## src/rtl/core/rsf_pkg.sv

```systemverilog
package rsf_pkg;

    // Default geometry of one report
    localparam int PAYLOAD_PER_REPORT_DEF = 56;
    localparam int REPORT_BYTES_DEF       = 64;

    // Byte index within a report; covers the largest report size of 64
    localparam int IDX_W = 6;

    // Fixed header bytes
    localparam logic [7:0]       REPORT_ID = 8'h02;
    localparam logic [IDX_W-1:0] ID_POS    = IDX_W'(0);
    localparam logic [IDX_W-1:0] LEN_POS   = IDX_W'(1);

    // One generated report byte plus the sequencer's next state
    typedef struct packed {
        logic [7:0]       report_byte;
        logic             report_end;
        logic [IDX_W-1:0] idx_next;
        logic             closing_next;
        logic             item_done;
    } gen_t;

endpackage

```

## src/rtl/core/rsf_byte_gen.sv

```systemverilog
module rsf_byte_gen #(
    parameter int PAYLOAD_PER_REPORT = rsf_pkg::PAYLOAD_PER_REPORT_DEF,
    parameter int REPORT_BYTES       = rsf_pkg::REPORT_BYTES_DEF
) (
    input  logic [rsf_pkg::IDX_W-1:0] idx,
    input  logic                      closing,
    input  logic [7:0]                data_byte,
    input  logic [15:0]               bytes_after,
    output rsf_pkg::gen_t             gen
);
    import rsf_pkg::*;

    // Payload capacity, limited so header, payload and last byte always fit
    localparam int               CAP      = (PAYLOAD_PER_REPORT < REPORT_BYTES - 3) ?
                                            PAYLOAD_PER_REPORT : REPORT_BYTES - 3;
    localparam logic [IDX_W-1:0] LAST_IDX = IDX_W'(REPORT_BYTES - 1);
    localparam logic [IDX_W:0]   CLOSE_AT = (IDX_W+1)'(CAP + 1);
    localparam logic [7:0]       CAP_BYTE = 8'(CAP);
    localparam logic [15:0]      CAP_CNT  = 16'(CAP);

    // Next report byte for the held item at byte index idx
    always_comb
    begin
        gen              = '0;
        gen.idx_next     = idx + 1'b1;
        gen.closing_next = closing;
        if (closing)
        begin
            if (idx == LAST_IDX)
            begin
                // continuation flag closes the report
                gen.report_byte  = {7'd0, (bytes_after != 16'd0)};
                gen.report_end   = 1'b1;
                gen.idx_next     = '0;
                gen.closing_next = 1'b0;
                gen.item_done    = 1'b1;
            end
            else
            begin
                gen.report_byte = 8'h00;
            end
        end
        else if (idx == ID_POS)
        begin
            gen.report_byte = REPORT_ID;
        end
        else if (idx == LEN_POS)
        begin
            gen.report_byte = (bytes_after < CAP_CNT) ? bytes_after[7:0] + 8'd1 : CAP_BYTE;
        end
        else
        begin
            // payload byte; idx - 1 payload bytes placed, counting this one
            gen.report_byte = data_byte;
            if (({1'b0, idx} >= CLOSE_AT) || (bytes_after == 16'd0))
                gen.closing_next = 1'b1;
            else
                gen.item_done = 1'b1;
        end
    end

endmodule

```

## src/rtl/core/report_segmenting_framer.sv

```systemverilog
// Report segmenting framer. Each transfer on the item channel carries one
// message byte and the count of message bytes that follow it; the block
// emits 64-byte reports (id 0x02, length, payload, zero pad, continuation
// flag) on the report channel, one report byte per cycle while the output
// register can take it, report_end marking the last byte. An item yields its
// payload byte in mid report, is preceded by the id and length bytes when it
// opens a report, and is followed by the padding and flag when it closes one;
// the report byte sequencer produces these bytes into the output register.
// One item waits in the input register, so the next item is taken in the
// cycle its predecessor's last byte moves to the output register.
module report_segmenting_framer #(
    parameter int PAYLOAD_PER_REPORT = rsf_pkg::PAYLOAD_PER_REPORT_DEF,
    parameter int REPORT_BYTES       = rsf_pkg::REPORT_BYTES_DEF
) (
    input  logic        clk,
    input  logic        rst_n,
    input  logic        item_valid,
    output logic        item_ready,
    input  logic [7:0]  data_byte,
    input  logic [15:0] bytes_after,
    output logic        report_valid,
    input  logic        report_ready,
    output logic [7:0]  report_byte,
    output logic        report_end
);
    import rsf_pkg::*;

    logic             a_valid_reg;
    logic [7:0]       a_data_reg;
    logic [15:0]      a_after_reg;
    logic [IDX_W-1:0] idx_reg;
    logic             closing_reg;
    logic             o_valid_reg;
    logic [7:0]       o_byte_reg;
    logic             o_end_reg;
    gen_t             gen;
    logic             step;
    logic             pop;

    rsf_byte_gen #(
        .PAYLOAD_PER_REPORT (PAYLOAD_PER_REPORT),
        .REPORT_BYTES       (REPORT_BYTES)
    ) u_gen (
        .idx         (idx_reg),
        .closing     (closing_reg),
        .data_byte   (a_data_reg),
        .bytes_after (a_after_reg),
        .gen         (gen)
    );

    // One report byte per cycle while an item is held and the output register can take it
    assign step       = a_valid_reg && (!o_valid_reg || report_ready);
    assign pop        = step && gen.item_done;
    assign item_ready = !a_valid_reg || pop;

    // Input item register
    always_ff @(posedge clk or negedge rst_n)
    begin
        if (!rst_n)
            a_valid_reg <= 1'b0;
        else if (item_ready)
            a_valid_reg <= item_valid;
    end

    always_ff @(posedge clk)
    begin
        if (item_ready && item_valid)
        begin
            a_data_reg  <= data_byte;
            a_after_reg <= bytes_after;
        end
    end

    // Position within the open report
    always_ff @(posedge clk or negedge rst_n)
    begin
        if (!rst_n)
        begin
            idx_reg     <= '0;
            closing_reg <= 1'b0;
        end
        else if (step)
        begin
            idx_reg     <= gen.idx_next;
            closing_reg <= gen.closing_next;
        end
    end

    // Output register
    always_ff @(posedge clk or negedge rst_n)
    begin
        if (!rst_n)
            o_valid_reg <= 1'b0;
        else if (step)
            o_valid_reg <= 1'b1;
        else if (report_ready)
            o_valid_reg <= 1'b0;
    end

    always_ff @(posedge clk)
    begin
        if (step)
        begin
            o_byte_reg <= gen.report_byte;
            o_end_reg  <= gen.report_end;
        end
    end

    assign report_valid = o_valid_reg;
    assign report_byte  = o_byte_reg;
    assign report_end   = o_end_reg;

    // Checks
    a_idx_range: assert property (@(posedge clk) disable iff (!rst_n)
        idx_reg <= IDX_W'(REPORT_BYTES - 1))
        else $error("report index past last byte");

    a_end_flag: assert property (@(posedge clk) disable iff (!rst_n)
        (report_valid && report_end) |-> (report_byte[7:1] == 7'd0))
        else $error("last report byte is not a flag");

    a_end_wraps: assert property (@(posedge clk) disable iff (!rst_n)
        (step && gen.report_end) |=> (idx_reg == '0 && !closing_reg))
        else $error("report did not restart after last byte");

    a_stall_holds: assert property (@(posedge clk) disable iff (!rst_n)
        !item_ready |-> a_valid_reg)
        else $error("input stalled with no item held");

endmodule
```

## config.mk

```make
export PLATFORM = sky130hd
export DESIGN_NAME = report_segmenting_framer
export DESIGN_NICKNAME = d
export VERILOG_FILES = /design/src/rtl/core/rsf_pkg.sv /design/src/rtl/core/rsf_byte_gen.sv /design/src/rtl/core/report_segmenting_framer.sv
export SDC_FILE = /design/constraint.sdc
export NUM_CORES = 1
export LEC_CHECK = 0
export BUFFER_PORTS_ARGS = -buffer_cell sky130_fd_sc_hd__buf_2
export CORE_UTILIZATION = 25
export CTS_BUF_LIST = sky130_fd_sc_hd__clkbuf_8
export DETAILED_ROUTE_END_ITERATION = 8
export GPL_TIMING_DRIVEN = 0
export HOLD_SLACK_MARGIN = 0.02
export PLACE_DENSITY = 0.43
export SLEW_MARGIN = 20
export SYNTH_ARGS = -nofsm -noshare
export SYNTH_HDL_FRONTEND = slang
export SYNTH_SLANG_ARGS = --single-unit
```

## constraint.sdc

```tcl
create_clock -name clk -period 3 [get_ports clk]
set_input_delay 0.3 -clock clk [delete_from_list [all_inputs] [get_ports clk]]
set_output_delay 0.3 -clock clk [all_outputs]
set_load 0.05 [all_outputs]
```

==> impl_metrics.tcl, run 1 <==
set metrics [dict create \
    cts_tree "done" \
    diodes 0 \
    synth.area.mux_share_pct 0 \
    power_switching_uw 681.7 \
    synthTopCellsByArea "edfxtp_1, dfrtp_1, ha_1, a21oi_1, xnor2_1" \
    tns_ps 0 \
    portBuffers 38 \
    viasPerCell 4.261 \
    tightest_slew_ps 873.4 \
    drt_wl_total_um 3209 \
    htreeDepth 2 \
    fin_crit_ps 2640 \
    power_density_nw_per_um2 838.7 \
    ys.flop_type "edfxtp_1" \
    grt_overflow 0 \
    fmax_mhz 378.7 \
    place_inst 259 \
    cell_internal_pwr_mw 1.146 \
    avgSynthCellArea_um2 14.18 \
    syn-num-nets 159 \
    critical_path_peak_fanout 24 \
    die-area_um2 7432 \
    syn-cell-area_um2 1773 \
    place_congestion 0.7395 \
    synth_edf_count 33 \
    ys_types 35 \
    worst_ep_required_time_ps 2930 \
    grt_max_degree 25 \
    synth_seq_area_share_pct 68.60 \
    cts.sinks 42 \
    cts_max_path_buffers 2 \
    antenna_found_initial 0 \
    clock-root-buffer "clkbuf_8" \
    synth.top_cell.area_share_pct 55.89 \
    grt_pass1_vias 1146 \
    largest_register_ffs 16 \
    use_met1_pct 9.152 \
    coreArea_um2 6832 \
    dr.pass1.iters 4 \
    yosys.area_share.xor_xnor_pct 2.964 \
    fin_total_pwr_mw 1.828 \
    wl_per_cell_um 11.97 \
    synth.yosys.warnings 0 \
    cp.arrival_ps 2570 \
    ys_seq_elements 42 \
    reg2regPathDepth 6 \
    clk_latency_ps 290 \
    cts_setup_buffers 0 \
    regArea_um2 1216 \
    hold_class "in -> reg" \
    clockPowerShare_pct 19.0 \
    final_max_slew_viol_count 0 \
    async_reset_ff_share_pct 21.43 \
    vias 1142 \
    initialDrtViolationCount 53 \
    drv_cap 0 \
    stdcell_count 268 \
    rsz0062_at_grt "no" \
    clkSlewWorstSetupHoldPaths_ps 80 \
    vdd_drop_max_v 0.0003277 \
    dp_hpwl_um 2424 \
    numCtsBuffers 5 \
    rows 30 \
    pwr-share-seq_pct 50.3 \
    holdPathStages 1 \
    netSwitchingFraction_pct 37.29 \
    crit_path_top_delay_cell "and2_2" \
    drive_above_1_share_pct 30.81 \
    post-route-util_pct 31.90 \
    status "finished clean" \
    min_from "bytes_after[8]" \
    use_met3_pct 2.952 \
    syn_to_final_growth_pct 22.94 \
    path_cells "inv_1, ha_1, or2_2, a21oi_1, a41o_1, and2_2" \
    synth_compound_area_share_pct 8.469 \
    fill_cells 717 \
    drtAntennaViolNets 0 \
    clock_skew_ps 6.386 \
    die_h_um 86.21 \
    start_util_pct 25.95 \
    hold_viol_final 0 \
    p_leak_nw 0.8575 \
    hold_end "a_after_reg[8]$_DFFE_PP_" \
    rrSetupSlack_ps 360 \
    track_usage_pct 9.225 \
    fp.dieW_um 86.21 \
    drcViolationCount 0 \
    setup_viol 0 \
    crit_path_end_kind "flip-flop" \
    yosys.area.top_type "edfxtp_1" \
    io_pins 39 \
    timing.rr.end "a_data_reg[1]$_DFFE_PP_" \
    fin_nets 205 \
    worst_setup_path_start_kind "flip-flop" \
    critPathMaxStageDelay_ps 520 \
    crit_type "reg -> reg" \
    synth_cells 125 \
    pwr-share-comb_pct 30.7 \
    synthAdderAreaFrac_pct 4.234 \
    period_share_pct 88.01 \
    met2_usage_pct 17.24 \
    grt_pass1_wl_um 5126 \
    yosys.area_share.simple_pct 14.04 \
    multi_input_area_um2 528.0 \
    grt_busiest_layer "met2" \
    r2r_start "idx_reg[0]$_DFFE_PN0P_" \
    synth_top_family_by_area "simple AND/OR/NAND/NOR gates" \
    maxSlewHeadroom_pct 41.78 \
]
synth_stat cells, types with 3 or more instances:
| library cell | count |
|---|---|
| a21oi_1 | 8 |
| and2_1 | 3 |
| dfrtp_1 | 9 |
| edfxtp_1 | 33 |
| ha_1 | 6 |
| inv_1 | 7 |
| nand2_1 | 7 |
| nand3_1 | 6 |
| nand4_1 | 3 |
| nor2_1 | 3 |
| o21ai_0 | 6 |
| xnor2_1 | 4 |
logic make-up after synthesis:
family	Yosys count
flip-flops	42
AND/OR/NAND/NOR	40
AO/OA/AOI/OAI	23
buffers and inverters	8
XOR/XNOR	6
adder cells (fa/ha/maj)	6
power by group through the flow:
stage / combinational, mW / clock [mW] / sequential, mW
floorplan: 0.296 / 0 / 1.04
global placement: 0.555 / 0 / 0.928
detailed placement: 0.567 / 0 / 0.932
CTS: 0.571 / 0.360 / 0.920
global route: 0.615 / 0.376 / 0.940
finish: 0.562 / 0.346 / 0.920
final cells by class:
cell class              instances  share of cell area [%]
inverters                       7                   1.206
repair buffers                 39                   9.185
clock inverters                 3                  0.7463
well taps                      96                   5.511
multi-input cells              75                   24.23
clock buffers                   5                   3.157
plain buffers                   1                  0.1722
flip-flops and latches         42                   55.80
through the flow:
| stage | hold slack [ps] | cell area [um2] | worst slack, ps |
|---|---|---|---|
| global placement | 170.5 | 2083 | 45.88 |
| floorplan | 4.409 | 1773 | 150.3 |
| CTS | 166.1 | 2180 | 311.1 |
| finish | 178.9 | 2180 | 359.6 |
| global route | 162.4 | 2180 | 146.1 |
| detailed placement | 172.3 | 2083 | -31.59 |
worst max-delay path by stage:
stage | start | to | slack [ps] | cells after the start
floorplan | idx_reg[0]$_DFFE_PN0P_ | a_after_reg[0]$_DFFE_PP_ | 150 | 6
global placement | idx_reg[0]$_DFFE_PN0P_ | a_data_reg[4]$_DFFE_PP_ | 50 | 6
detailed placement | idx_reg[0]$_DFFE_PN0P_ | a_data_reg[6]$_DFFE_PP_ | -30 | 6
CTS | idx_reg[0]$_DFFE_PN0P_ | a_data_reg[6]$_DFFE_PP_ | 310 | 6
global route | idx_reg[0]$_DFFE_PN0P_ | a_data_reg[4]$_DFFE_PP_ | 150 | 6
finish | idx_reg[0]$_DFFE_PN0P_ | a_data_reg[1]$_DFFE_PP_ | 360 | 6
critical path: cells and delay by family, from the launching register on:
family	cells	cell delay [ps]
flops	1	430
fa+ha+maj	1	230
compound gates	2	670
simple gates	2	820
buf+inv	1	110
cells in the final DEF (no fill, tap or decap), drive strengths merged, types with 4 or more instances in the layout:
master and n:
dfrtp 9, buf 38, nand3 7, inv 7
ha 6, o21ai 6, and2 4, xnor2 4
clkbuf 6, a21oi 8, edfxtp 33, nand2 8
layer usage:
layer / vias up / wire, um
li1: 565 / -
met1: 547 / 1305
met2: 24 / 1701
met3: 6 / 139
met4: 0 / 62
met5: - / 0
what timing repair did:
| item | 4_1_cts | 5_1_grt |
|---|---|---|
| hold endpoints to repair | 9 | 0 |
| resized for setup | 1 | 0 |
| endpoints found under the setup margin | 24 | 0 |
| hold buffers | 1 | 0 |
Power figures use the tool's default switching activity.
==> inputs of run 2 (changes only) <==
CORE_UTILIZATION = 50   (was 25)
PLACE_DENSITY = 0.74   (was 0.43)
REMOVE_ABC_BUFFERS = 1   (was not set)
==> impl_metrics.tcl, run 2 (same netlist as run 1, synthesis figures left out) <==
set metrics [dict create \
    die_h_um 61.55 \
    status "finished clean" \
    critical_path_peak_fanout 5 \
    maxSlewHeadroom_pct 60.51 \
    syn_to_final_growth_pct 20.75 \
    tns_ps 0 \
    clock-root-buffer "clkbuf_8" \
    reg2regPathDepth 6 \
    start_util_pct 52.72 \
    hold_viol_final 0 \
    fin_crit_ps 2539 \
    r2r_start "idx_reg[0]$_DFFE_PN0P_" \
    hold_end "a_after_reg[0]$_DFFE_PP_" \
    place_congestion 0.7913 \
    htreeDepth 2 \
    grt_pass1_vias 1075 \
    critPathBufInv 2 \
    p_leak_nw 0.8720 \
    worst_setup_path_start_kind "flip-flop" \
    coreArea_um2 3363 \
    wl_per_cell_um 13.43 \
    rsz0062_at_grt "no" \
    holdPathStages 1 \
    grt_pass1_wl_um 4560 \
    fin_hold_ws_ps 174.3 \
    crit_type "reg -> out" \
    cts.sinks 42 \
    period_share_pct 84.62 \
    path_cells "inv_1, ha_1, or2_2, a21oi_1, a41o_1, buf_2" \
    numCtsBuffers 5 \
    layout_commonest_cell "buf_2" \
    rows 21 \
    drv_cap 0 \
    tightest_slew_ps 591.6 \
    final_max_slew_viol_count 0 \
    cts_max_path_buffers 2 \
    die-area_um2 3788 \
    grt_overflow 0 \
    vias 1120 \
    initialDrtViolationCount 62 \
    clock_skew_ps 7.895 \
    portBuffers 38 \
    clkSlewWorstSetupHoldPaths_ps 80 \
    cts_tree "done" \
    setup_viol 0 \
    critPathMaxStageDelay_ps 420 \
    crit_path_top_delay_cell "dfrtp_1" \
    use_met1_pct 19.67 \
    drt_wl_total_um 2900 \
    min_from "bytes_after[0]" \
    crit_family "compound AO/OA/AOI/OAI gates" \
    timing.rr.end "a_after_reg[13]$_DFFE_PP_" \
    crit_path_end_kind "primary output" \
    viasPerCell 5.185 \
    hold_class "in -> reg" \
    fin_total_pwr_mw 1.915 \
    drcViolationCount 0 \
    grt_max_degree 25 \
    dp_hpwl_um 2163 \
    power_density_nw_per_um2 894.4 \
    cts_setup_buffers 0 \
    dr.pass1.iters 3 \
    largest_register_ffs 16 \
    use_met3_pct 7.353 \
    fp.dieW_um 61.55 \
    worst_ep_required_time_ps 2700 \
    post-route-util_pct 63.65 \
    cp.arrival_ps 2240 \
    drtAntennaViolNets 0 \
    rrSetupSlack_ps 460 \
    drive_above_1_share_pct 31.18 \
    grt_busiest_layer "met2" \
    antenna_found_initial 0 \
    final_cell_mix "buf_2, edfxtp_1, dfrtp_1" \
    vdd_drop_max_v 0.0004984 \
    fmax_mhz 393.9 \
    diodes 0 \
    fin_nets 204 \
    met2_usage_pct 29.03 \
    clk_latency_ps 290 \
    io_pins 39 \
    track_usage_pct 17.77 \
]
==> run 2: worst max path at each step <==
stage | from | end | slack [ps] | cells past startpoint
floorplan | idx_reg[0]$_DFFE_PN0P_ | a_after_reg[0]$_DFFE_PP_ | 150 | 6
global placement | idx_reg[0]$_DFFE_PN0P_ | a_data_reg[2]$_DFFE_PP_ | 210 | 6
detailed placement | idx_reg[0]$_DFFE_PN0P_ | a_after_reg[3]$_DFFE_PP_ | 120 | 6
CTS | idx_reg[0]$_DFFE_PN0P_ | a_after_reg[13]$_DFFE_PP_ | 110 | 6
global route | idx_reg[0]$_DFFE_PN0P_ | a_data_reg[2]$_DFFE_PP_ | 280 | 6
finish | idx_reg[0]$_DFFE_PN0P_ | item_ready | 460 | 6
==> run 2: what timing repair did <==
item | 4_1_cts | 5_1_grt
hold buffers | 1 | 0
gates resized for setup | 0 | 1
setup endpoints to repair | 0 | 24
endpoints found under the hold margin | 9 | 0
==> run 2: layout make-up <==
class | instances | area (um2)
multi-input combinational | 75 | 528.0
sequential | 42 | 1216
tap | 46 | 57.56
clock inverter | 1 | 30.03
timing repair buffer | 39 | 200.2
inverter | 7 | 26.28
clock buffer | 6 | 82.58
fill | 293 | 1222
==> run 2: metrics by stage <==
stage	std cells	setup slack, ps	cell area, um2
global route	216	283.7	2141
floorplan	124	150.3	1769
global placement	208	206.0	2017
detailed placement	208	124.4	2017
CTS	216	114.5	2140
finish	216	461.4	2141
==> run 2: per-layer routing <==
layer  vias to the layer above  wire, um
met5                         -         0
met4                         0        66
met3                         9       134
met2                        28      1467
met1                       525      1231
li1                        558         -
==> run 2: worst reg2reg max path, stage by stage (launching register included) <==
cell and delay, ps:
dfrtp_1 420, inv_1 110, ha_1 240, or2_2 300, a21oi_1 350, a41o_1 260
and2_2 490
==> run 2: report_power, final <==
group	total (mW)	switching (mW)	internal, mW
clock network	0.447	0.181	0.266
registers	0.917	0.113	0.804
logic	0.551	0.369	0.181
total	1.91	0.663	1.25
==> inputs of run 3 (changes only) <==
ABC_AREA = 1   (was not set)
PLACE_DENSITY = 0.77   (was 0.74)
clock period = 2.3 ns   (was 3 ns; I/O delays follow)
==> impl_metrics.tcl, run 3 <==
set metrics [dict create \
    status "finished clean" \
    portBuffers 38 \
    worst_slack_ps 216.6 \
    yosys.area_share.simple_pct 20.88 \
    maxSlewHeadroom_pct 78.54 \
    rsz0062_at_grt "no" \
    coreArea_um2 3661 \
    crit_family "simple AND/OR/NAND/NOR gates" \
    antenna_found_initial 0 \
    synth.area.mux_share_pct 0 \
    place_inst 258 \
    rows 22 \
    vias 1281 \
    netlist_top_cells_count "edfxtp_1, nand2_1, nor2_1, inv_1" \
    place_ws_ps 31.54 \
    p_leak_nw 1.018 \
    die_h_um 63.64 \
    final_max_slew_viol_count 0 \
    clkSlewWorstSetupHoldPaths_ps 70 \
    setup_viol 0 \
    rrSetupSlack_ps 280 \
    synth.top_cell.area_share_pct 52.17 \
    clock_skew_ps 4.102 \
    viasPerCell 4.727 \
    layout_commonest_cell "buf_2" \
    grt_max_degree 19 \
    crit_path_top_delay_cell "dfrtp_1" \
    yosys.area.top_type "edfxtp_1" \
    synthAdderAreaFrac_pct 3.953 \
    wl_per_cell_um 11.55 \
    vdd_drop_max_v 0.0005110 \
    avgSynthCellArea_um2 11.11 \
    fill_cells 316 \
    grt_overflow 0 \
    tns_ps 0 \
    initialDrtViolationCount 68 \
    synth_cells 171 \
    grt_pass1_vias 1200 \
    crit_type "reg -> out" \
    power_density_nw_per_um2 1125 \
    cts_tree "done" \
    place_congestion 0.8040 \
    drtAntennaViolNets 0 \
    yosys.area_share.xor_xnor_pct 2.306 \
    crit_path_end_kind "primary output" \
    grt_pass1_wl_um 5092 \
    cpMostUsedCell "nand2_2" \
    drt_wl_total_um 3129 \
    start_util_pct 51.88 \
    post-route-util_pct 62.92 \
    hold_class "in -> reg" \
    dp_hpwl_um 2334 \
    tightest_slew_ps 321.2 \
    synth.yosys.warnings 0 \
    hold_viol_final 0 \
    drv_cap 0 \
    io_pins 39 \
    yosysMostFrequentCell "edfxtp_1" \
    fmax_mhz 480.0 \
    drcViolationCount 0 \
    track_usage_pct 17.17 \
    period_share_pct 90.58 \
    largest_register_ffs 16 \
    async_reset_ff_share_pct 21.43 \
    clk_latency_ps 290 \
    multi_input_area_um2 608.1 \
    path_cells "ha_1, nand2_2, nor2_2, nand2_2, nor2_4, nand2_2, nand2_2, inv_2, o21ai_2, buf_2" \
    synth_top_family_by_area "simple AND/OR/NAND/NOR gates" \
    fin_crit_ps 2083 \
    synth_seq_area_share_pct 64.03 \
    dr.pass1.iters 4 \
    critPathBufInv 2 \
    ys_seq_elements 42 \
    synth_compound_area_share_pct 4.480 \
    cts_max_path_buffers 2 \
    syn-cell-area_um2 1899 \
    diodes 0 \
    fin_total_pwr_mw 2.592 \
    stdcell_count 271 \
    final_cell_mix "buf_2, edfxtp_1, nand2_1" \
    cts.sinks 42 \
    fin_hold_ws_ps 107.0 \
    regArea_um2 1216 \
    fp.dieW_um 63.64 \
    drive_above_1_share_pct 31.84 \
    critical_path_peak_fanout 5 \
    ys_types 26 \
    syn_to_final_growth_pct 21.28 \
    critPathMaxStageDelay_ps 410 \
    clock-root-buffer "clkbuf_8" \
    placedInstanceArea_um2 2167 \
    synth_edf_count 33 \
    design_area_um2 2303 \
    cp.arrival_ps 1850 \
    synthTopCellsByArea "edfxtp_1, dfrtp_1, nand2_1, nor2_1, ha_1" \
    fin_nets 256 \
    ys.flop_type "edfxtp_1" \
    worst_ep_required_time_ps 2070 \
    numCtsBuffers 5 \
    die-area_um2 4049 \
    htreeDepth 2 \
    worst_setup_path_start_kind "flip-flop" \
]
-- run 3: final timing paths --
path | start | endpoint | depth (start not counted)
max | idx_reg[0]$_DFFE_PN0P_ | item_ready | 10
min | bytes_after[11] | a_after_reg[11]$_DFFE_PP_ | 1
max reg2reg | idx_reg[0]$_DFFE_PN0P_ | a_after_reg[2]$_DFFE_PP_ | 10
min reg2reg | a_data_reg[2]$_DFFE_PP_ | report_byte[2]$_SDFFCE_PP0P_ | 2
max in group asynchronous | rst_n | idx_reg[1]$_DFFE_PN0P_ | 2
min in group asynchronous | rst_n | idx_reg[2]$_DFFE_PN0P_ | 2
-- run 3: power breakdown --
group,internal (mW),total [mW],switching (mW)
clock,0.237,0.476,0.238
sequential,1.07,1.19,0.122
combinational,0.282,0.925,0.644
total,1.59,2.59,1.00
-- run 3: kinds of logic after synthesis --
kind of cell               count (synthesis)
and+or+nand+nor                           83
DFF                                       42
buffers and inverters                     22
AOI/OAI and AO/OA                         13
adders and majority gates                  6
xor gates and xnor gates                   5
-- run 3: final cells by class --
type | instances | share of cell area, %
Tap cell | 48 | 2.607
Clock inverter | 2 | 0.3802
Inverter | 22 | 3.585
Clock buffer | 6 | 3.585
Multi-Input combinational cell | 107 | 26.40
Sequential cell | 42 | 52.80
Timing Repair Buffer | 44 | 10.65
-- run 3: what timing repair did --
action / 4_1_cts / 5_1_grt
resized for setup: 0 / 1
endpoints found under the setup margin: 0 / 25
hold buffers: 1 / 0
endpoints found under the hold margin: 9 / 0
setup buffers: 0 / 4
-- run 3: metal layers --
metal / wire [um] / global-route usage (%) / part of all wire (%) / up-vias
met5: 0 / 0 / 0 / -
met4: 85 / 9.943 / 2.7 / 0
met3: 139 / 4.891 / 4.4 / 10
met2: 1572 / 27.93 / 50 / 39
met1: 1333 / 20.10 / 43 / 572
li1: - / - / - / 660
